**src/rtl/core/bf7_queue.sv**
```systemverilog
// small job queue between the front end and the filter engine
// has no dependency on bf7_pkg
`timescale 1ns / 1ps

module bf7_queue #(
  parameter int WIDTH = 8,
  parameter int DEPTH = 4,
  localparam int PTR_W = (DEPTH > 1) ? $clog2(DEPTH) : 1,
  localparam int CNT_W = $clog2(DEPTH + 1)
) (
  input  logic             clk,
  input  logic             rst,
  input  logic             push,
  input  logic [WIDTH-1:0] push_data,
  input  logic             pop,
  output logic             full,
  output logic             not_empty,
  output logic [WIDTH-1:0] head
);

  logic [WIDTH-1:0] entries [DEPTH];
  logic [PTR_W-1:0] wr_ptr;
  logic [PTR_W-1:0] rd_ptr;
  logic [CNT_W-1:0] count;

  assign full      = (32'(count) == DEPTH);
  assign not_empty = (count != '0);
  assign head      = entries[rd_ptr];

  always_ff @(posedge clk) begin
    if (push) begin
      entries[wr_ptr] <= push_data;
    end
  end

  always_ff @(posedge clk) begin
    if (rst) begin
      wr_ptr <= '0;
      rd_ptr <= '0;
      count  <= '0;
    end else begin
      if (push) begin
        wr_ptr <= (32'(wr_ptr) == DEPTH - 1) ? '0 : wr_ptr + 1'b1;
      end
      if (pop) begin
        rd_ptr <= (32'(rd_ptr) == DEPTH - 1) ? '0 : rd_ptr + 1'b1;
      end
      if (push && !pop) begin
        count <= count + 1'b1;
      end else if (pop && !push) begin
        count <= count - 1'b1;
      end
    end
  end

endmodule

```
**config.mk**
```make
export PLATFORM = sky130hd
export DESIGN_NAME = bf7_queue
export DESIGN_NICKNAME = d
export VERILOG_FILES = /design/src/rtl/core/bf7_queue.sv
export SDC_FILE = /design/constraint.sdc
export NUM_CORES = 1
export LEC_CHECK = 0
export ABC_AREA = 1
export BUFFER_PORTS_ARGS = -buffer_cell sky130_fd_sc_hd__buf_2
export CAP_MARGIN = 15
export CORE_MARGIN = 10
export CORE_UTILIZATION = 53
export DETAILED_ROUTE_END_ITERATION = 6
export GPL_TIMING_DRIVEN = 0
export HOLD_SLACK_MARGIN = 0.1
export PLACE_DENSITY = 0.83
export SLEW_MARGIN = 20
export SYNTH_ARGS = -nofsm -noshare
export SYNTH_HDL_FRONTEND = slang
export SYNTH_SLANG_ARGS = --single-unit
```
**constraint.sdc**
```tcl
create_clock -name clk -period 1.8 [get_ports clk]
set_clock_uncertainty 0.05 [all_clocks]
set_input_delay 0.54 -clock clk [delete_from_list [all_inputs] [get_ports clk]]
set_output_delay 0.54 -clock clk [all_outputs]
set_load 0.02 [all_outputs]
```
; Word-level counts from Yosys, hierarchy flattened
; Memories as Yosys holds them, arrays and structs flattened. A register that Yosys moved wholly into a read port is not among the register bits.
; Index checks and enable logic that the tools add are counted.
[totals]
regBits = 7
latchBits = 0
ram_bits = 32
rom_bits = 0
inputBits = 12
output_inout_bits = 10
wordCells = 25
mem_count = 1
[op_classes]
add_sub_neg = 4
mul = 0
div = 0
n_lt_le_gt_ge = 0
eq_ne = 3
shifts = 0
muxes = 8
bitwise = 0
reduce_logical = 6
[memory_table]
columns = memory, words, width, read_ports, rd_ports_with_merged_regs, write_ports, line
row1 = entries, 4, 8, 1, 1, 1, 21  ; logic [WIDTH-1:0] entries [DEPTH];
[op_table]
columns = cell, n
row1 = $mux 2, 4
row2 = $mux 3, 2
row3 = $add 2x1->2 const B, 2
row4 = $eq 2x2->1 const B, 2
row5 = $add 3x1->3 const B, 1
row6 = $eq 3x3->1 const B, 1
row7 = $reduce_bool 3->1, 1
row8 = $sub 3x1->3 const B, 1
row9 = $logic_and 1x1->1, 2
row10 = $logic_not 1->1, 2
row11 = $mux 1, 2
row12 = $reduce_bool 2->1, 1

; Longest topological paths before layout
; Gate-level depths: netlist of the first run.
[depth]
word_depth = 4
mapped_depth = 10
ltp_nobuf = 10

; Worst setup path after synthesis of the first run
; No wires, ideal clock.
[synth_timing]
path_kind = input -> register
startpoint = input pop
endpoint = register count[2]
setup_time_ps = 110
arrival_time_ps = 1481
required_time_ps = 1640
path_slack_ps = 159
path_stages = 10
path_buffers = 0
cell_sequence = inv_1 -> ha_1 -> inv_1 -> fa_1 -> inv_1 -> nand2_1 -> nand3_1 -> nand2_1 -> inv_1 -> nor2_1
[synth_between]
elab_chain_cells = 3
elab_cells_between_ends = 5
classes_between = 1 x mux / 4 x reduce/logical
[synth_rtl]
columns = item, line
row1 = "start, declared", 15  ; input logic pop,
row2 = $logic_not 1->1, 48  ; if (push && !pop) begin
row3 = $logic_and 1x1->1, 48
row4 = $mux 3 / $reduce_bool 2->1 (equally long branches), n/a
row5 = "end signal, assigned", 49  ; count <= count + 1'b1;
row6 = "end signal, assigned", 51  ; count <= count - 1'b1;
row7 = "end, declared", 24  ; logic [CNT_W-1:0] count;
; Several ways; a longest one is shown, not always the timed one.
; A chain may end at the register's enable or synchronous reset.

==> impl_metrics.env, run 1 <==
export IMPL_outcome="finished with violations"
export IMPL_violations="negative setup slack"
export IMPL_dr_first_iter_drc_count=66
export IMPL_placementRows=20
export IMPL_grt_start_max_net_pins=15
export IMPL_floorplan_die_height_um=75.9
export IMPL_peakVddDrop_mv=0.681
export IMPL_crit_path_max_fanout=5
export IMPL_area_sequential_mm2=0.00115
export IMPL_criticalPathCategory="reg2out"
export IMPL_cts_tree="yes"
export IMPL_worstPathRequired_ns=1.21
export IMPL_number_of_maximum_capacitance_violations=0
export IMPL_routed_wl_um=3330
export IMPL_yosysTopAreaCell="sky130_fd_sc_hd__edfxtp_1"
export IMPL_slew_headroom=0.735
export IMPL_routed_antenna_nets=0
export IMPL_layout_cells_most_common="sky130_fd_sc_hd__edfxtp_1"
export IMPL_fmaxAchievable_ghz=0.517
export IMPL_final_setup_tns_ns=-0.787
export IMPL_cts_sinks=41
export IMPL_power_per_cell_area_mw_per_mm2=1060
export IMPL_ios=22
export IMPL_hold_path_class="in2reg"
export IMPL_final_fill_count=206
export IMPL_netlist_cell_type_count=19
export IMPL_layout_cells_most_common_list="sky130_fd_sc_hd__edfxtp_1, sky130_fd_sc_hd__nor2_1, sky130_fd_sc_hd__inv_1, sky130_fd_sc_hd__buf_2"
export IMPL_post_route_period_util=1.07
export IMPL_area_after_detailed_placement_mm2=0.00181
export IMPL_grt_pass1_vias=1127
export IMPL_synth_seq_cells=41
export IMPL_timing_worst_slew_pin_value_ns=0.397
export IMPL_starting_density_of_the_core=0.546
export IMPL_worst_setup_path_end_kind="primary output"
export IMPL_final_min_clock_period_ns=1.93
export IMPL_synth_compound_area_frac=0.101
export IMPL_grtUsageTotal=0.119
export IMPL_power_leakage_nw=0.844
export IMPL_dp_final_hpwl_um=2140
export IMPL_number_of_antenna_violations_at_the_first_check_in_global_routing=0
export IMPL_synth_simple_gate_area_frac=0.0961
export IMPL_synthesis_instances=136
export IMPL_fp_coreArea_mm2=0.00303
export IMPL_place_port_buffers=21
export IMPL_max_clock_path_buffers=2
export IMPL_timing_hold_violations_final=0
export IMPL_worstPathArrival_ns=1.34
export IMPL_synth_xor_xnor_area_share=0.00530
export IMPL_fin_area_mm2=0.00208
export IMPL_grt_first_pass_wirelength_um=5040
export IMPL_nets=187
export IMPL_clk_insertion_delay_late_ns=0.34
export IMPL_fin_ws_ns=-0.135
export IMPL_setup_repair_after_global_routing_missed_its_margin="yes"
export IMPL_first_pass_iters=4
export IMPL_die_width_um=75.9
export IMPL_drive_above_1_share=0.308
export IMPL_tritoncts_num_buffers=5
export IMPL_reg2regPathDepth=3
export IMPL_clk_pin_slew_ns=0.13
export IMPL_detail_route_wl_per_cell_um=15.6
export IMPL_area_enclosed_by_the_die_boundary_mm2=0.00576
export IMPL_globalRoute_totalOverflow=0
export IMPL_synth_largest_type_area_fraction=0.581
export IMPL_synth_cell_area_mm2=0.00165
export IMPL_yosys_mux_area_fraction=0
export IMPL_synthesis_area_per_instance_um2=12.2
export IMPL_detail_route_vias_per_cell=5.24
export IMPL_antenna_diode_count=0
export IMPL_drt_drc_violations_left=0
export IMPL_multi_input_area_um2=473
export IMPL_synthTopCellsByArea="sky130_fd_sc_hd__edfxtp_1, sky130_fd_sc_hd__dfxtp_1, sky130_fd_sc_hd__nor2_1"
export IMPL_synth_yosys_warnings=0
export IMPL_place_gp_congestion=0.758
export IMPL_finalSetupViolations=8
export IMPL_combinational_family_with_the_most_area_after_synthesis="compound AO/OA/AOI/OAI gates"
export IMPL_cp_start_kind="flop"
export IMPL_hold_depth=1
export IMPL_post_place_ws_ns=-0.0735
export IMPL_number_of_nets_produced_by_synthesis=155
export IMPL_synthAdderAreaFrac=0.0575
export IMPL_finalCoreUtilization=0.686
export IMPL_yosysSeqAreaShare=0.690
export IMPL_flow_area_growth_from_synthesis_pct=25.5
export IMPL_htree_levels=2
export IMPL_number_of_max_slew_violations_in_the_final_report=0
export IMPL_clock_root_buffer="sky130_fd_sc_hd__clkbuf_4"
export IMPL_detailroute_via_count=1116
worst paths after layout:
check,to,slack [ns],start
setup / recovery,head[0],-0.13,flop
hold / removal,entries[0][2],0.35,push_data[2]
setup reg to reg,entries[3][1],0.44,wr_ptr[0]
hold reg to reg,wr_ptr[1],0.50,wr_ptr[1]
critical path: stages (launching register included):
cell                      delay [ns]
sky130_fd_sc_hd__dfxtp_4        0.39
sky130_fd_sc_hd__inv_6          0.09
sky130_fd_sc_hd__buf_8          0.13
sky130_fd_sc_hd__nor2_4         0.04
sky130_fd_sc_hd__o22ai_2        0.20
sky130_fd_sc_hd__buf_6          0.15
per-layer routing:
layer,share of wire,GRT usage
met5,0,0
met4,0.030,0.0495
met3,0.067,0.0443
met2,0.50,0.211
met1,0.40,0.124
stage by stage:
step | std cells | total power, mW | hold slack, ns
global route | 213 | 2.29 | 0.331
floorplan | 136 | 1.30 | 0.440
finish | 213 | 2.20 | 0.347
CTS | 213 | 2.20 | 0.332
detailed placement | 201 | 1.40 | 0.486
global placement | 201 | 1.39 | 0.450
synth_stat cells (all sizes together):
library cell,n
a21oi,3
buf,2
dfxtp,9
edfxtp,32
fa,1
ha,6
inv,16
nand2,9
nand3,1
nand4,1
nor2,25
nor3,3
o21ai,19
o22ai,8
xor2,1
sequential cells by signal (all words and copies together), names as in the netlist, named ones only:
signal   count
rd_ptr       2
entries     32
wr_ptr       2
count        3
final cells by class:
cell class / instances / share of cell area
plain buffers: 2 / 0.0145
clock buffers: 5 / 0.0181
clock inverters: 3 / 0.0332
inverters: 16 / 0.0338
multi-input cells: 77 / 0.228
flip-flops and latches: 41 / 0.553
well taps: 44 / 0.0265
repair buffers: 25 / 0.0928
cell families (layout without fill, tap and decap cells):
family | count (synthesis) | after routing
DFF | 41 | 41
AOI/OAI and AO/OA | 30 | 30
adders and majority gates | 7 | 7
buffers and inverters | 18 | 51
xor gates and xnor gates | 1 | 1
and+or+nand+nor | 39 | 39
where the power goes:
part           internal, mW  switching (mW)  leakage (nW)
sequential             1.07          0.0384         0.370
combinational         0.146           0.200         0.418
clock                 0.437           0.306        0.0558
total                  1.66           0.545         0.844
repair_timing:
action / CTS / global route
hold buffers: 0 / 0
hold endpoints to repair: 0 / 0
cloned: 1 / 0
resized for setup: 36 / 10
pin swaps: 8 / 6
setup buffers: 3 / 0
endpoints found under the setup margin: 8 / 9
Power figures use the tool's default switching activity.
==> run 2: changes to the inputs <==
HOLD_SLACK_MARGIN = 0.06   (was 0.1)
MAX_ROUTING_LAYER = met4   (was default)
==> impl_metrics.env, run 2 (synthesis results as in run 1) <==
export IMPL_antenna_diode_count=0
export IMPL_routed_antenna_nets=0
export IMPL_cp_start_kind="flop"
export IMPL_power_leakage_nw=0.844
export IMPL_final_cell_count_no_fill=213
export IMPL_place_gp_congestion=0.768
export IMPL_number_of_max_slew_violations_in_the_final_report=0
export IMPL_placementRows=20
export IMPL_fp_coreArea_mm2=0.00303
export IMPL_violations="negative setup slack"
export IMPL_detail_route_vias_per_cell=5.30
export IMPL_hold_endpoint="entries[0][7]"
export IMPL_area_sequential_mm2=0.00115
export IMPL_clock_power_frac=0.338
export IMPL_detailroute_via_count=1128
export IMPL_clk_pin_slew_ns=0.13
export IMPL_timing_hold_violations_final=0
export IMPL_starting_density_of_the_core=0.546
export IMPL_biggestRegsByFlops="entries: 32 flops, count: 3 flops"
export IMPL_ios=22
export IMPL_grt_pass1_vias=1127
export IMPL_worstReg2RegEnd="entries[3][1]"
export IMPL_crit_path_max_fanout=5
export IMPL_area_enclosed_by_the_die_boundary_mm2=0.00576
export IMPL_worstPathRequired_ns=1.21
export IMPL_whs_ns=0.345
export IMPL_first_pass_iters=4
export IMPL_outcome="finished with violations"
export IMPL_layout_cells_most_common_list="sky130_fd_sc_hd__edfxtp_1, sky130_fd_sc_hd__nor2_1, sky130_fd_sc_hd__inv_1, sky130_fd_sc_hd__buf_2"
export IMPL_r2r_setup_slack_ns=0.44
export IMPL_multi_input_area_um2=473
export IMPL_dr_first_iter_drc_count=77
export IMPL_swShare=0.248
export IMPL_total_switching_power_mw=0.547
export IMPL_grt_first_pass_wirelength_um=5030
export IMPL_layout_cells_most_common="sky130_fd_sc_hd__edfxtp_1"
export IMPL_htree_levels=2
export IMPL_final_min_clock_period_ns=1.94
export IMPL_clock_root_buffer="sky130_fd_sc_hd__clkbuf_4"
export IMPL_dp_cells=201
export IMPL_globalRoute_totalOverflow=0
export IMPL_hold_path_class="in2reg"
export IMPL_flow_area_growth_from_synthesis_pct=25.5
export IMPL_worstPathArrival_ns=1.35
export IMPL_comb_power_share=0.157
export IMPL_detail_route_wl_per_cell_um=15.7
export IMPL_slew_headroom=0.736
export IMPL_max_clock_path_buffers=2
export IMPL_tritoncts_num_buffers=5
export IMPL_cts_sinks=41
export IMPL_fmaxAchievable_ghz=0.516
export IMPL_place_port_buffers=21
export IMPL_number_of_maximum_capacitance_violations=0
export IMPL_post_place_ws_ns=-0.0735
export IMPL_seq_power_share=0.504
export IMPL_finalSetupViolations=8
export IMPL_setup_repair_after_global_routing_missed_its_margin="yes"
export IMPL_worst_setup_path_end_kind="primary output"
export IMPL_power_per_cell_area_mw_per_mm2=1060
export IMPL_number_of_antenna_violations_at_the_first_check_in_global_routing=0
export IMPL_criticalPathCategory="reg2out"
export IMPL_cts_hold_buffers_added=0
export IMPL_dp_final_hpwl_um=2140
export IMPL_nets=187
export IMPL_post_route_period_util=1.08
export IMPL_drive_above_1_share=0.308
export IMPL_number_of_flip_flops_in_the_largest_register=32
export IMPL_grt_start_max_net_pins=15
export IMPL_final_fill_count=206
export IMPL_die_width_um=75.9
export IMPL_hold_depth=1
export IMPL_grtUsageTotal=0.123
export IMPL_hold_start="push_data[7]"
export IMPL_fin_ws_ns=-0.138
export IMPL_drt_drc_violations_left=0
export IMPL_timing_worst_slew_pin_value_ns=0.396
export IMPL_top_reg_by_flops="entries"
export IMPL_reg2regPathDepth=3
export IMPL_cts_tree="yes"
export IMPL_peakVddDrop_mv=0.681
export IMPL_clk_insertion_delay_late_ns=0.34
export IMPL_floorplan_die_height_um=75.9
export IMPL_routed_wl_um=3350
export IMPL_r2r_start="wr_ptr[0]"
export IMPL_internal_power_mw=1.66
## run 2: power groups by stage
stage / logic, mW / registers [mW] / clock network (mW)
3_3_place_gp: 0.262 / 1.12 / 0
6_report: 0.347 / 1.11 / 0.745
5_1_grt: 0.376 / 1.12 / 0.793
4_1_cts: 0.339 / 1.11 / 0.757
2_1_floorplan: 0.183 / 1.12 / 0
3_5_place_dp: 0.276 / 1.13 / 0
## run 2: worst max-delay path, cell delays in order, from the launching register on
cell and delay [ns]:
sky130_fd_sc_hd__dfxtp_4 0.39, sky130_fd_sc_hd__inv_6 0.09, sky130_fd_sc_hd__buf_8 0.13, sky130_fd_sc_hd__nor2_4 0.04
sky130_fd_sc_hd__o22ai_2 0.20, sky130_fd_sc_hd__buf_6 0.15
## run 2: layout make-up
cell class / count / area share
flip-flops and latches: 41 / 0.553
multi-input cells: 77 / 0.228
repair buffers: 25 / 0.0928
inverters: 16 / 0.0338
clock inverters: 3 / 0.0332
well taps: 44 / 0.0265
clock buffers: 5 / 0.0181
plain buffers: 2 / 0.0145
## run 2: worst max-delay path by stage
stage                           to  slack, ns  cells after the start
after CTS                  head[6]      -0.12                      4
after detailed placement  count[2]      -0.07                     11
after global routing       head[0]      -0.19                      5
final                      head[0]      -0.14                      5
after global placement    count[2]      -0.01                     11
after floorplan           count[2]       0.16                     10
## run 2: routing by layer
layer | vias to the layer above | global-route usage | part of all wire
li1 | 542 | - | -
met1 | 534 | 0.125 | 0.41
met2 | 39 | 0.211 | 0.51
met3 | 13 | 0.0417 | 0.057
met4 | 0 | 0.0495 | 0.026
met5 | - | - | 0
## run 2: stage by stage
step                      instance area (um^2)  setup TNS, ns  power, mW  utilization
after floorplan                           1650              0       1.30            -
after global placement                    1810        -0.0123       1.39        0.599
after detailed placement                  1810         -0.101       1.40        0.599
after CTS                                 2050         -0.804       2.20        0.678
after global routing                      2080          -1.30       2.29        0.686
final                                     2080         -0.783       2.20        0.686
## run 2: timing repair
action,4_1_cts,5_1_grt
setup endpoints to repair,8,9
resized for setup,36,10
buffers inserted,3,0
pin swaps,8,6
gates cloned,1,0
==> run 3: changes to the inputs <==
CORE_MARGIN = default   (was 10)
==> impl_metrics.env, run 3 (synthesis results as in run 1) <==
export IMPL_global_route_usage_met1=0.240
export IMPL_tritoncts_num_buffers=5
export IMPL_post_route_period_util=1.11
export IMPL_worst_setup_path_end_kind="primary output"
export IMPL_r2r_start="wr_ptr[0]"
export IMPL_max_clock_path_buffers=2
export IMPL_global_route_usage_met2=0.346
export IMPL_grt_start_max_net_pins=14
export IMPL_clk_insertion_delay_late_ns=0.34
export IMPL_detail_route_wl_per_cell_um=17.1
export IMPL_worstReg2RegEnd="entries[3][1]"
export IMPL_fp_coreArea_mm2=0.00285
export IMPL_crit_path_max_fanout=4
export IMPL_routed_antenna_nets=0
export IMPL_place_gp_congestion=0.767
export IMPL_place_port_buffers=21
export IMPL_top_reg_by_flops="entries"
export IMPL_fmaxAchievable_ghz=0.503
export IMPL_antenna_diode_count=0
export IMPL_power_per_cell_area_mw_per_mm2=955
export IMPL_number_of_flip_flops_in_the_largest_register=32
export IMPL_cts_tree="yes"
export IMPL_area_enclosed_by_the_die_boundary_mm2=0.00335
export IMPL_htree_levels=2
export IMPL_routed_wl_um=3400
export IMPL_globalRoute_totalOverflow=0
export IMPL_cp_start_kind="flop"
export IMPL_reg2regPathDepth=3
export IMPL_cts_hold_buffers_added=0
export IMPL_finalSetupViolations=8
export IMPL_layout_cells_most_common_list="sky130_fd_sc_hd__edfxtp_1, sky130_fd_sc_hd__nor2_1, sky130_fd_sc_hd__inv_1, sky130_fd_sc_hd__buf_2, sky130_fd_sc_hd__o21ai_0"
export IMPL_placementRows=19
export IMPL_post_place_ws_ns=-0.0831
export IMPL_violations="design-rule violations, negative setup slack"
export IMPL_outcome="finished with violations"
export IMPL_hold_start="push_data[5]"
export IMPL_grt_use_met3=0.0670
export IMPL_totalPowerFinal_mw=1.90
export IMPL_floorplan_die_height_um=57.9
export IMPL_worstPathArrival_ns=1.40
export IMPL_flow_area_growth_from_synthesis_pct=20.3
export IMPL_hold_endpoint="entries[2][5]"
export IMPL_peakVddDrop_mv=0.512
export IMPL_final_setup_tns_ns=-1.25
export IMPL_detail_route_vias_per_cell=5.85
export IMPL_grtUsageTotal=0.213
export IMPL_layout_cells_most_common="sky130_fd_sc_hd__edfxtp_1"
export IMPL_power_leakage_nw=0.810
export IMPL_drive_above_1_share=0.286
export IMPL_hold_path_class="in2reg"
export IMPL_cts_sinks=41
export IMPL_grt_first_pass_wirelength_um=4930
export IMPL_starting_density_of_the_core=0.580
export IMPL_die_width_um=57.9
export IMPL_clock_root_buffer="sky130_fd_sc_hd__clkbuf_4"
export IMPL_finalCoreUtilization=0.698
export IMPL_dr_first_iter_drc_count=61
export IMPL_fin_ws_ns=-0.190
export IMPL_r2r_setup_slack_ns=0.45
export IMPL_grt_pass1_vias=1132
export IMPL_ios=22
export IMPL_drt_drc_violations_left=2
export IMPL_first_pass_iters=6
export IMPL_grt_busiest_layer="met2"
export IMPL_final_min_clock_period_ns=1.99
export IMPL_detailroute_via_count=1165
export IMPL_slew_headroom=0.753
export IMPL_clk_pin_slew_ns=0.13
export IMPL_timing_worst_slew_pin_value_ns=0.369
export IMPL_nets=186
export IMPL_setup_repair_after_global_routing_missed_its_margin="yes"
export IMPL_number_of_max_slew_violations_in_the_final_report=0
export IMPL_biggestRegsByFlops="entries: 32 flops, count: 3 flops"
export IMPL_number_of_maximum_capacitance_violations=0
export IMPL_criticalPathCategory="reg2out"
export IMPL_timing_hold_violations_final=0
export IMPL_worstPathRequired_ns=1.21
export IMPL_hold_depth=1
export IMPL_dp_final_hpwl_um=2110
export IMPL_number_of_antenna_violations_at_the_first_check_in_global_routing=0
[run 3: changes by cell type in the layout (fill, tap and decap cells not counted), moves of 2 or more]
cell                        delta
sky130_fd_sc_hd__o21ai_1       -2
sky130_fd_sc_hd__clkinv_2      +2
sky130_fd_sc_hd__inv_6         -3
sky130_fd_sc_hd__o21ai_0       +6
sky130_fd_sc_hd__o21ai_2       -5
sky130_fd_sc_hd__bufinv_16     -2
sky130_fd_sc_hd__nor2_2        +2
sky130_fd_sc_hd__buf_4         -2
[run 3: report_power, final]
part,switching [mW],internal (mW),leakage [nW]
Combinational,0.200,0.143,0.409
Clock,0.300,0.148,0.0310
Sequential,0.0377,1.07,0.370
Total,0.537,1.36,0.810
[run 3: how the worst max path moves through the flow]
stage	cells past startpoint	start	end	slack, ns
final	4	flop	head[0]	-0.19
after CTS	5	flop	head[7]	-0.16
after floorplan	10	pop	count[2]	0.16
after global routing	4	flop	head[3]	-0.24
after global placement	11	pop	count[2]	-0.007
after detailed placement	11	pop	count[2]	-0.08
[run 3: cell type report]
type | instances | area [um^2]
clock buffers | 5 | 37.5
multi-input cells | 77 | 464
fillers | 191 | 862
repair buffers | 24 | 186
clock inverters | 3 | 17.5
plain buffers | 2 | 30.0
well taps | 31 | 38.8
inverters | 16 | 70.1
flip-flops and latches | 41 | 1150
[run 3: what timing repair did]
| action | CTS | global route |
|---|---|---|
| gates cloned | 0 | 1 |
| setup buffers | 2 | 0 |
| pin swaps | 1 | 7 |
| resized for setup | 15 | 21 |
| setup endpoints to repair | 8 | 9 |
[run 3: critical path: stages, from the launching register on]
cell and delay [ns]:
sky130_fd_sc_hd__dfxtp_4 0.45, sky130_fd_sc_hd__buf_6 0.13, sky130_fd_sc_hd__o21ai_1 0.10, sky130_fd_sc_hd__o22ai_2 0.22
sky130_fd_sc_hd__buf_6 0.14
[run 3: through the flow]
| step | hold slack, ns | instance area (um^2) | std cells |
|---|---|---|---|
| 6_report | 0.344 | 1990 | 199 |
| 5_1_grt | 0.333 | 1990 | 199 |
| 4_1_cts | 0.335 | 1900 | 198 |
| 3_5_place_dp | 0.481 | 1800 | 188 |
| 3_3_place_gp | 0.449 | 1800 | 188 |
| 2_1_floorplan | 0.440 | 1650 | 136 |
[run 3: metal layers]
layer  vias to the layer above  part of all wire
met2                        56              0.51
li1                        537                 -
met5                         -                 0
met1                       559              0.39
met4                         0             0.024
met3                        13             0.079
