==> config.mk <==
export PLATFORM = sky130hd
export DESIGN_NAME = bf7_front
export DESIGN_NICKNAME = d
export VERILOG_FILES = /design/src/rtl/core/bf7_pkg.sv /design/src/rtl/core/bf7_front.sv
export SDC_FILE = /design/constraint.sdc
export NUM_CORES = 1
export LEC_CHECK = 0
export BUFFER_PORTS_ARGS = -buffer_cell sky130_fd_sc_hd__buf_2
export CORE_ASPECT_RATIO = 1.25
export CORE_MARGIN = 1.5
export CORE_UTILIZATION = 40
export CTS_CLUSTER_DIAMETER = 40
export DETAILED_ROUTE_END_ITERATION = 10
export GPL_ROUTABILITY_DRIVEN = 0
export GPL_TIMING_DRIVEN = 0
export HOLD_SLACK_MARGIN = 0.02
export PLACE_DENSITY = 0.62
export SLEW_MARGIN = 20
export SYNTH_ARGS = -nofsm -noshare
export SYNTH_HDL_FRONTEND = slang
export SYNTH_SLANG_ARGS = --single-unit
==> constraint.sdc <==
create_clock -name clk -period 18.4 [get_ports clk]
set_input_delay 3.68 -clock clk [delete_from_list [all_inputs] [get_ports clk]]
set_output_delay 3.68 -clock clk [all_outputs]
set_load 0.02 [all_outputs]
==> src/rtl/core/bf7_pkg.sv <==
// shared constants, types and weight tables for the 7x7 bilateral filter
// no dependencies; used by bf7_front, bf7_back and bilateral_filter_7x7
`timescale 1ns / 1ps

package bf7_pkg;

  localparam int RADIUS      = 3;
  localparam int DIAM        = 2 * RADIUS + 1;
  localparam int TAPS        = DIAM * DIAM;
  localparam int TAP_IDX_W   = $clog2(TAPS);
  localparam int DIAM_W      = $clog2(DIAM);
  localparam int RING_ROWS   = 2 * RADIUS + 3;
  localparam int PIX_W       = 8;
  localparam int LANES       = 3;
  localparam int PIXEL_W     = LANES * PIX_W;
  localparam int BIT_CNT_W   = $clog2(PIX_W);
  localparam int WEIGHT_BITS = 16;
  localparam int RANGE_N     = 1 << PIX_W;
  localparam int SPACE_N     = 2 * RADIUS * RADIUS + 1;
  localparam int DEN_W       = 22;
  localparam int NUM_W       = DEN_W + PIX_W;
  localparam int ROW_W       = 12;
  localparam int FW_W        = 11;
  localparam int CFG_W       = 12;
  localparam int CFG_IDX_W   = 2;

  localparam logic [FW_W-1:0]  FRAME_WIDTH_RST  = FW_W'(640);
  localparam logic [ROW_W-1:0] FRAME_HEIGHT_RST = ROW_W'(480);

  localparam logic OP_PIXEL = 1'b0;
  localparam logic OP_DRAIN = 1'b1;

  typedef enum logic [CFG_IDX_W-1:0] {
    REG_FRAME_WIDTH  = 2'd0,
    REG_FRAME_HEIGHT = 2'd1,
    REG_COLOR_MODE   = 2'd2
  } reg_index_t;

  // e^(-1/1250) and e^(-1/162) in q31, from a floored taylor sum
  localparam logic [63:0] ONE_Q31       = 64'd1 << 31;
  localparam logic [63:0] EXP_COLOR_Q31 = 64'd2145766349;
  localparam logic [63:0] EXP_SPACE_Q31 = 64'd2134268406;

  typedef logic [WEIGHT_BITS-1:0] weight_t;
  typedef weight_t range_tab_t [RANGE_N];
  typedef weight_t tap_tab_t [TAPS];

  typedef struct packed {
    logic interior;
    logic frame_end;
    logic color;
  } job_ctrl_t;

  function automatic logic [63:0] mul_q31(logic [63:0] a, logic [63:0] b);
    logic [63:0] p;
    p = a * b + (64'd1 << 30);
    return p >> 31;
  endfunction

  function automatic weight_t to_weight(logic [63:0] g);
    logic [63:0] w;
    logic [63:0] mx;
    mx = (64'd1 << WEIGHT_BITS) - 64'd1;
    w  = (g + (64'd1 << (30 - WEIGHT_BITS))) >> (31 - WEIGHT_BITS);
    if (w > mx) w = mx;
    return w[WEIGHT_BITS-1:0];
  endfunction

  function automatic range_tab_t build_range();
    range_tab_t  tab;
    logic [63:0] c2;
    logic [63:0] g;
    logic [63:0] m;
    c2 = mul_q31(EXP_COLOR_Q31, EXP_COLOR_Q31);
    g  = ONE_Q31;
    m  = EXP_COLOR_Q31;
    for (int d = 0; d < RANGE_N; d++) begin
      tab[d] = to_weight(g);
      g = mul_q31(g, m);
      m = mul_q31(m, c2);
    end
    return tab;
  endfunction

  function automatic tap_tab_t build_taps();
    tap_tab_t    tab;
    weight_t     sp [SPACE_N];
    logic [63:0] g;
    int          di;
    int          dj;
    g = ONE_Q31;
    for (int d = 0; d < SPACE_N; d++) begin
      sp[d] = to_weight(g);
      g = mul_q31(g, EXP_SPACE_Q31);
    end
    for (int i = 0; i < DIAM; i++) begin
      for (int j = 0; j < DIAM; j++) begin
        di = i - RADIUS;
        dj = j - RADIUS;
        tab[i * DIAM + j] = sp[di * di + dj * dj];
      end
    end
    return tab;
  endfunction

  localparam range_tab_t RANGE_W = build_range();
  localparam tap_tab_t   TAP_W   = build_taps();

endpackage

==> src/rtl/core/bf7_front.sv <==
// front end: config registers, input handshake, raster counters and ring bookkeeping
// decides which transactions produce a result and hands those to the job queue
// depends on bf7_pkg
`timescale 1ns / 1ps

module bf7_front #(
  parameter int MAX_WIDTH = 1024,
  localparam int RING = bf7_pkg::RING_ROWS * MAX_WIDTH,
  localparam int AW   = $clog2(RING),
  localparam int PW   = $clog2(RING + 1),
  localparam int CW   = $clog2(MAX_WIDTH),
  localparam int WW   = $clog2(MAX_WIDTH + 1)
) (
  input  logic                             clk,
  input  logic                             rst,
  input  logic                             cfg_we,
  input  logic [bf7_pkg::CFG_IDX_W-1:0]    cfg_index,
  input  logic [bf7_pkg::CFG_W-1:0]        cfg_data,
  input  logic                             pix_valid,
  output logic                             pix_ready,
  input  logic                             op,
  input  logic [bf7_pkg::PIX_W-1:0]        chan0,
  input  logic [bf7_pkg::PIX_W-1:0]        chan1,
  input  logic [bf7_pkg::PIX_W-1:0]        chan2,
  input  logic                             q_full,
  output logic                             push,
  output logic [AW-1:0]                    push_q,
  output logic [WW-1:0]                    push_w,
  output bf7_pkg::job_ctrl_t               push_ctrl,
  output logic                             mem_we,
  output logic [AW-1:0]                    mem_addr,
  output logic [bf7_pkg::PIXEL_W-1:0]      mem_data
);

  logic [bf7_pkg::FW_W-1:0]  frame_width;
  logic [bf7_pkg::ROW_W-1:0] frame_height;
  logic                      color_mode;

  logic [AW-1:0]             wr_pos;
  logic [PW-1:0]             pending;
  logic [PW-1:0]             closed;
  logic [CW-1:0]             in_col;
  logic [bf7_pkg::ROW_W-1:0] in_row;
  logic [CW-1:0]             out_col;
  logic [bf7_pkg::ROW_W-1:0] out_row;

  logic [WW-1:0]             eff_w;
  logic [bf7_pkg::ROW_W-1:0] eff_h;
  logic [PW-1:0]             thresh;
  logic [AW-1:0]             wr_next;
  logic [PW-1:0]             pend_inc;
  logic                      is_pixel;
  logic                      col_last;
  logic                      row_last;
  logic [PW-1:0]             pend_base;
  logic [AW-1:0]             addr_base;
  logic                      emit;
  logic [PW:0]               q_sum;
  logic [PW-1:0]             pend_after;
  logic [PW-1:0]             closed_after;
  logic [PW-1:0]             closed_next;
  logic                      frame_last;
  logic                      oc_last;
  logic                      or_last;
  logic                      accept;

  always_comb begin
    if (frame_width == '0) begin
      eff_w = WW'(1);
    end else if (32'(frame_width) > MAX_WIDTH) begin
      eff_w = WW'(MAX_WIDTH);
    end else begin
      eff_w = WW'(frame_width);
    end
    eff_h = (frame_height == '0) ? bf7_pkg::ROW_W'(1) : frame_height;
    thresh = PW'(bf7_pkg::RADIUS * 32'(eff_w) + bf7_pkg::RADIUS);
    wr_next = (32'(wr_pos) == RING - 1) ? '0 : wr_pos + 1'b1;
    pend_inc = (32'(pending) < RING) ? pending + 1'b1 : pending;
    is_pixel = (op == bf7_pkg::OP_PIXEL);
    col_last = (32'(in_col) + 1 >= 32'(eff_w));
    row_last = (32'(in_row) + 1 >= 32'(eff_h));
    if (is_pixel) begin
      pend_base = pend_inc;
      addr_base = wr_next;
      emit      = (pend_inc > thresh);
    end else begin
      pend_base = pending;
      addr_base = wr_pos;
      emit      = (closed != '0) && (pending != '0);
    end
    q_sum = (PW+1)'(addr_base) + (PW+1)'(RING) - (PW+1)'(pend_base);
    push_q = (32'(q_sum) >= RING) ? AW'(32'(q_sum) - RING) : AW'(q_sum);
    pend_after = emit ? pend_base - 1'b1 : pend_base;
    closed_after = (emit && closed != '0) ? closed - 1'b1 : closed;
    frame_last = is_pixel && col_last && row_last;
    closed_next = frame_last ? pend_after : closed_after;
    oc_last = (32'(out_col) + 1 >= 32'(eff_w));
    or_last = (32'(out_row) + 1 >= 32'(eff_h));
    push_ctrl.interior = (32'(out_row) >= bf7_pkg::RADIUS) &&
                         (32'(out_row) + bf7_pkg::RADIUS < 32'(eff_h)) &&
                         (32'(out_col) >= bf7_pkg::RADIUS) &&
                         (32'(out_col) + bf7_pkg::RADIUS < 32'(eff_w));
    push_ctrl.frame_end = oc_last && or_last;
    push_ctrl.color     = color_mode;
  end

  assign pix_ready = !q_full;
  assign accept    = pix_valid && pix_ready;
  assign push      = accept && emit;
  assign push_w    = eff_w;
  assign mem_we    = accept && is_pixel;
  assign mem_addr  = wr_pos;
  assign mem_data  = {chan2, chan1, chan0};

  always_ff @(posedge clk) begin
    if (rst) begin
      frame_width  <= bf7_pkg::FRAME_WIDTH_RST;
      frame_height <= bf7_pkg::FRAME_HEIGHT_RST;
      color_mode   <= 1'b0;
      wr_pos       <= '0;
      pending      <= '0;
      closed       <= '0;
      in_col       <= '0;
      in_row       <= '0;
      out_col      <= '0;
      out_row      <= '0;
    end else begin
      if (cfg_we) begin
        unique case (cfg_index)
          bf7_pkg::REG_FRAME_WIDTH:  frame_width  <= cfg_data[bf7_pkg::FW_W-1:0];
          bf7_pkg::REG_FRAME_HEIGHT: frame_height <= cfg_data[bf7_pkg::ROW_W-1:0];
          bf7_pkg::REG_COLOR_MODE:   color_mode   <= cfg_data[0];
          default: ;
        endcase
      end
      if (accept) begin
        if (is_pixel) begin
          wr_pos <= wr_next;
          in_col <= col_last ? '0 : in_col + 1'b1;
          if (col_last) begin
            in_row <= row_last ? '0 : in_row + 1'b1;
          end
        end
        pending <= pend_after;
        closed  <= closed_next;
        if (emit) begin
          if (oc_last) begin
            out_col <= '0;
            out_row <= or_last ? '0 : out_row + 1'b1;
          end else begin
            out_col <= out_col + 1'b1;
          end
        end
      end
    end
  end

endmodule

### Word level (Yosys, flattened, before mapping)

Cells that the tools add are included.

* flip-flop bits (word level): 110
* bits of input ports: 44

* add/subtract/negate cells: 18
* bitwise logic cells: 1
* multipliers: 1
* reduce and logical (&&, ||, !) cells: 26
* muxes and demuxes: 16
* magnitude comparators: 12
* equality and inequality tests: 3

Operators by type and width (count)
* $mux W14: 8
* $mux W12: 3
* $add A14 B1 Y14 const B: 2
* $reduce_bool A14 Y1: 2
* $sub A14 B1 Y14 const B: 2
* $add A12 B1 Y13 const B: 2
* $ge A13 B12 Y1: 2
* $add A12 B1 Y12 const B: 2
* $add A10 B1 Y11 const B: 2
* $ge A11 B11 Y1: 2
* $mux W11: 2
* $add A10 B1 Y10 const B: 2
* $mux W10: 2
* $add A14 B14 Y15 const B: 1
* $ge A15 B14 Y1 const B: 1
* $sub A15 B14 Y15: 1
* $add A13 B2 Y14 const B: 1
* $eq A14 B14 Y1 const B: 1
* $gt A14 B14 Y1: 1
* $lt A14 B14 Y1 const B: 1
* $sub A14 B14 Y14 const B: 1
* $add A12 B2 Y13 const B: 1
* $lt A13 B12 Y1: 1
* $mul A2 B11 Y13 const A: 1
* other kinds (17): 33

### Logic depth before layout (Yosys ltp)

Gate-level depths: netlist (run 1).

* depth in word-level cells: 10
* gate-level depth with buffers: 27
* mapped depth without buffers: 27

### Worst setup path before layout (run 1)

No wires, ideal clock.

* path type: input to output
* from: input op
* to: output push_q[10]
* path buffers: 1
* setup slack: 6.478 ns
* stages: 23
* data required time: 14.720 ns
* data arrival time: 8.242 ns
* cells stage by stage: clkbuf_1 nand2b_1 or2_2 nor2_1 nand3_1 nor2_1 nor2_1 ha_1 ha_1 or4_1 o21a_1 o21a_1 a41oi_1 o31ai_2 inv_1 ha_1 nand3_1 nor3_1 o211ai_1 o311ai_0 o21a_1 nor3_1 a21oi_1

* word-level cells in the longest chain between the ends: 5
* elaborated cells on any way between the ends: 7

RTL lines
* start: declaration: RTL line bf7_front.sv:21 `input logic op,`
* $mux W14 (*)
* named net addr_base[5]: RTL line bf7_front.sv:56 `logic [AW-1:0] addr_base;`
* $add A14 B14 Y15 (*): RTL line bf7_front.sv:91 `q_sum = (PW+1)'(addr_base) + (PW+1)'(RING) - (PW+1)'(pend_base);`
* $sub A15 B14 Y15 (*): RTL line bf7_front.sv:91
* $sub A14 B14 Y14 or $ge A15 B14 Y1 (tied branches): RTL line bf7_front.sv:92 `push_q = (32'(q_sum) >= RING) ? AW'(32'(q_sum) - RING) : AW'(q_sum);`
* $mux W14 (*): RTL line bf7_front.sv:92
* end: declaration: RTL line bf7_front.sv:27 `output logic [AW-1:0] push_q,`

Mark *: on every way through the listed nets, which the timed path passes. The rest lies on a longest branch.

### Worst setup path in the final report (run 1)

* from: input op
* to: output push_q[12]

The elaborated chain is that of the path after synthesis.

==> flow_summary.ini, run 1 <==
[die]
die_y_um = 182
fp-row-count = 65
start_util_pct = 40.7
die_area_um2 = 26700
boundaryPins = 113
core-area_um2 = 25300
die_x_um = 146

[worst_setup_path]
crit_fanout = 10
crit_required_ns = 14.72
arrival_ns = 9.57
critical_path.startpoint_type = primary input
cp-end-kind = primary output
timing.rr.start = frame_width[10]
critPathKind = primary input to primary output
reg2reg_to = closed[12]
regToRegSetupSlack_ns = 11.85
r2r_cells = 26

[sta]
skew_ns = 0.0134
hold_viol = 0
fin_crit_ns = 13.25
finalCritPeriodShare_pct = 72.0
drv_slew = 0
slew_headroom_pct = 50.4
timing.fmax_mhz = 75.5
finalWorstSetupSlack_ns = 5.15
fin_hold_ws_ns = 0.464
rsz0062_at_grt = no
setup_violations = 0
setup-tns-final_ns = 0
worst_pin_slew_ns = 0.744

[yosys]
synth_top_area_cell = dfxtp_1
synth-seq-cells = 110
synth_area_leaders = dfxtp_1 21%, ha_1 17%, xnor2_1 5.5%
synthCells = 1333
yosys_most_used_dff = dfxtp_1
syn_area_um2 = 10300
syn-num-nets = 1517
async_flop_share_pct = 0
yosysTopAreaCellShare_pct = 21.4
avgSynthCellArea_um2 = 7.71
yosys_warnings = 0
yosysUniqueCellTypes = 84
synth-edff-count = 0
synth_seq_area_share_pct = 21.4

[final_layout]
drive_above_1_share_pct = 12.4
utilization_pct = 45.2
fin_nets = 1615
final.fill_count = 2593
final_cell_mix = 144 x nand2_1, 139 x ha_1, 111 x a21oi_1
area_delta_synth_final_pct = 11.2
mostFrequentLayoutCell = nand2_1
antenna_cells = 0

[power_and_ir_drop]
power.density_nw_per_um2 = 57.5
power_frac_seq_pct = 38.0
power.leakage_nw = 5.06
power_frac_comb_pct = 31.2
switching_share_pct = 36.5
ir_drop_mv = 0.0456
power.total_w = 0.000657
pwr-share-clk_pct = 30.8
p_sw_w = 0.000239
p_int_w = 0.000417

[cts]
cts.htree.levels = 3
cts_made_buffers = 9
cts_num_sinks = 110
post_cts_buffers = 0
path_clk_slew_ns = 0.08
clk_path_buf_depth = 2
worst_skew_pair.late_latency_ns = 0.37
cts_tree = done
root_buffer = clkbuf_16
cts_hold_buf = 0
ctsResizeCount = 0

[grt]
antenna_found_initial = 0
grt_usage_pct = 21.5
grt_max_degree = 22
grt_pass1_wl_mm = 46.8
overflow = 0
grt_pass1_vias = 9461

[status]
status = finished, final reports clean

[drt]
wl_per_cell_um = 16.1
vias = 9650
wl_mm = 28.4
ant_nets = 0
first_pass_iters = 5
drtIter0Drc = 471
post_drt_via_cell_ratio = 5.45
drcViolationCount = 0

[placed_design]
place_ws_ns = 5.17
dp_hpwl_mm = 22.5
port_buffers = 87

[min_path]
min_from = frame_height[0]
holdPathStages = 2
min_path_type = register to register
hold-path-endpoint = frame_height[0]

[run]
maxCapViolCount = 0
[final cells by class]
class | instances | area (um2) | share of cell area (%)
Multi-Input combinational cell | 1074 | 7400 | 64.7
Clock inverter | 7 | 72.6 | 0.635
Clock buffer | 9 | 225 | 1.97
Sequential cell | 110 | 2200 | 19.3
Buffer | 87 | 445 | 3.90
Timing Repair Buffer | 87 | 435 | 3.81
Tap cell | 335 | 419 | 3.67
Inverter | 62 | 233 | 2.04
[metal layers]
metal,GRT usage (%),vias to the layer above,routed length (um)
met5,0,-,0
met4,7.52,0,707
met3,1.85,38,805
met2,40.5,186,14500
met1,25.4,4519,12400
li1,-,4907,-
[worst max-delay path, cell delays in order]
cell	delay (ns)
buf_2	0.11
clkbuf_1	0.26
nand2b_1	0.29
or2_2	0.33
nor2_1	0.22
nand3_1	0.22
nor2_1	0.47
nor2_1	0.14
ha_1	0.32
ha_1	0.37
a211oi_1	0.11
o21ai_0	0.29
o211a_1	0.22
nor4_1	0.05
a311oi_1	0.62
ha_1	0.33
nand3_1	0.10
nor3_1	0.18
o211ai_1	0.13
o311ai_0	0.51
a21oi_1	0.16
nor3b_1	0.20
a21o_1	0.10
buf_2	0.15
[power groups by stage]
stage / Combinational (W) / Clock [W] / Sequential, W
2_1_floorplan: 0.000148 / 0 / 0.000254
3_3_place_gp: 0.000201 / 0 / 0.000255
3_5_place_dp: 0.000204 / 0 / 0.000255
4_1_cts: 0.000205 / 0.000206 / 0.000249
5_1_grt: 0.000227 / 0.000215 / 0.000251
6_report: 0.000205 / 0.000202 / 0.000250
[cells by family (layout without fill, tap and decap cells)]
| family | after synthesis | in the layout | share of synthesized area, % |
|---|---|---|---|
| multiplexers | 9 | 9 | 0.913 |
| AND/OR/NAND/NOR | 504 | 504 | 25.3 |
| adder cells (fa/ha/maj) | 140 | 140 | 17.1 |
| flip-flops | 110 | 110 | 21.4 |
| XOR/XNOR | 122 | 122 | 10.5 |
| AO/OA/AOI/OAI | 299 | 299 | 18.2 |
| buffers and inverters | 149 | 252 | 6.60 |
[sequential cells by signal, summed over array words and instances, names as in the netlist]
register,cells
frame_width,11
mem_addr,14
frame_height,12
in_col,10
pending,14
closed,14
in_row,12
color_mode,1
out_row,12
out_col,10
[synthesized netlist by cell type (4+ instances only)]
cell type  instances
nand2b_1          14
a2bb2oi_1          4
inv_1             60
a22o_1             7
nand4_1           21
mux2i_1            6
nand3b_1          26
buf_2             11
or3_1             16
and2_1             5
dfxtp_1          110
nor4_1            16
clkbuf_1          45
nor3b_1           10
o21ai_0           62
nor3_1            34
o21ai_1            5
and3_1            25
buf_4             26
nand3_1           34
xor2_1            56
o21a_1            14
o211ai_1           9
o21bai_1           8
a31o_2             4
a21o_1            11
a211oi_1          15
a31oi_1            9
a21oi_1          111
nand2_1          144
xnor2_1           65
ha_1             139
nor2b_1           18
buf_1              4
nor2_1           105
or2_2              5
a211o_1            8
[how the worst max path moves through the flow]
stage,startpoint,to
floorplan,op,push_q[10]
global placement,op,push_q[12]
detailed placement,op,push_q[12]
CTS,op,push_q[12]
global route,op,push_q[12]
finish,op,push_q[12]
[per-stage QoR]
| stage | std cells | cell area (um2) |
|---|---|---|
| floorplan | 1333 | 10300 |
| global placement | 1755 | 11100 |
| detailed placement | 1755 | 11100 |
| CTS | 1771 | 11400 |
| global route | 1771 | 11400 |
| finish | 1771 | 11400 |
Power figures use the tool's default switching activity.
==> run 2, diff against run 1 <==
PLACE_DENSITY = 0.64   (was 0.62)
clock period = 11.3 ns   (was 18.4 ns; I/O delays follow)
==> flow_summary.ini, run 2 (synthesis gave the netlist of run 1 again) <==
[status]
status = finished, final reports clean

[die]
start_util_pct = 40.7
die_y_um = 182
die_area_um2 = 26700
core-area_um2 = 25300
fp-row-count = 65
boundaryPins = 113
die_x_um = 146

[power_and_ir_drop]
power.leakage_nw = 5.07
power.density_nw_per_um2 = 94.6
ir_drop_mv = 0.0646

[final_layout]
area_delta_synth_final_pct = 11.4
drive_above_1_share_pct = 12.4
mostFrequentLayoutCell = nand2_1
fin_nets = 1615
final_cell_mix = 144 x nand2_1, 139 x ha_1, 111 x a21oi_1

[placed_design]
port_buffers = 87
dp_hpwl_mm = 22.5

[cts]
cts_num_sinks = 110
root_buffer = clkbuf_16
clk_path_buf_depth = 2
ctsResizeCount = 0
cts_hold_buf = 0
cts.htree.levels = 3
cts_tree = done
cts_made_buffers = 9
post_cts_buffers = 0
worst_skew_pair.late_latency_ns = 0.37
path_clk_slew_ns = 0.08

[drt]
post_drt_via_cell_ratio = 5.48
drcViolationCount = 0
vias = 9717
first_pass_iters = 5
wl_mm = 28.3
drtIter0Drc = 494
ant_nets = 0
wl_per_cell_um = 15.9

[run]
maxCapViolCount = 0

[worst_setup_path]
timing.rr.start = frame_width[10]
reg2reg_to = out_row[0]
critPathMaxStageDelay_ns = 0.62
cp-end-kind = primary output
crit_required_ns = 9.04
critical_path.startpoint_type = primary input
regToRegSetupSlack_ns = 4.87
critPathKind = primary input to primary output
cp_cell_sequence = buf_2, clkbuf_1, nand2b_1, or2_2, nor2_1, nand3_1, nor2_1, nor2_1, ha_1, ha_1, a211oi_1, o21ai_0, o211a_1, a311oi_1, ha_1, nand3_1, nor3_1, o211ai_1, o311ai_0, a21oi_1, nor3b_1, a21o_1, buf_2
arrival_ns = 8.08
crit_start = op
critPathSlowestCell = a311oi_1
r2r_cells = 25
endpoint = push_q[12]
crit_fanout = 10

[sta]
setup_violations = 0
setup-tns-final_ns = 0
worst_pin_slew_ns = 0.761
fin_hold_ws_ns = 0.474
drv_slew = 0
skew_ns = 0.0148
slew_headroom_pct = 49.2
hold_viol = 0
fin_crit_ns = 10.34
rsz0062_at_grt = no
finalCritPeriodShare_pct = 91.5
timing.fmax_mhz = 96.7

[grt]
antenna_found_initial = 1
grt_pass1_vias = 9486
grt_pass1_wl_mm = 46.4
grt_max_degree = 21
overflow = 0
grt_usage_pct = 21.4

[min_path]
min_path_type = register to register
## run 2: per-stage QoR
step           setup WS, ns  util [%]  cell area (um2)  cells  total power (W)
6_report              0.961      45.3            11500   1772          0.00108
3_3_place_gp           1.01      44.0            11100   1755         0.000741
4_1_cts               0.896      45.3            11500   1771          0.00109
5_1_grt               0.261      45.3            11500   1772          0.00114
3_5_place_dp          0.917      44.0            11100   1755         0.000746
2_1_floorplan          2.22         -            10300   1333         0.000655
## run 2: layer usage
metal	global-route usage, %	vias up	share of wire, %
met4	8.93	0	3.1
met2	39.7	232	50
met5	0	-	0
li1	-	4922	-
met1	24.7	4511	43
met3	2.35	52	3.9
## run 2: how the worst min path moves through the flow
stage,slack [ns],start,depth (start not counted),to
final,0.47,frame_height[0],2,frame_height[0]
after global routing,0.48,frame_height[0],2,frame_height[0]
after CTS,0.47,frame_height[0],2,frame_height[0]
after floorplan,0.44,frame_height[0],2,frame_height[0]
after detailed placement,0.46,frame_height[0],2,frame_height[0]
after global placement,0.45,frame_height[0],2,frame_height[0]
## run 2: where the power goes
| part | switching (W) | internal (W) | total, W |
|---|---|---|---|
| clock network | 0.000169 | 0.000178 | 0.000347 |
| logic | 0.000205 | 0.000126 | 0.000331 |
| registers | 0.00000963 | 0.000397 | 0.000406 |
## run 2: critical path: cells and delay by family
kind            cells  cell delay, ns
fa+ha+maj           3            0.98
buf+inv             3            0.53
compound gates      8            2.13
simple gates        9            2.17
## run 2: layout make-up
| cell class | instances | area [um2] |
|---|---|---|
| diodes | 1 | 2.50 |
| plain buffers | 87 | 445 |
| clock buffers | 9 | 225 |
| clock inverters | 7 | 88.8 |
| fillers | 2612 | 13800 |
| inverters | 62 | 233 |
| multi-input cells | 1074 | 7400 |
| flip-flops and latches | 110 | 2200 |
| well taps | 335 | 419 |
| repair buffers | 87 | 435 |
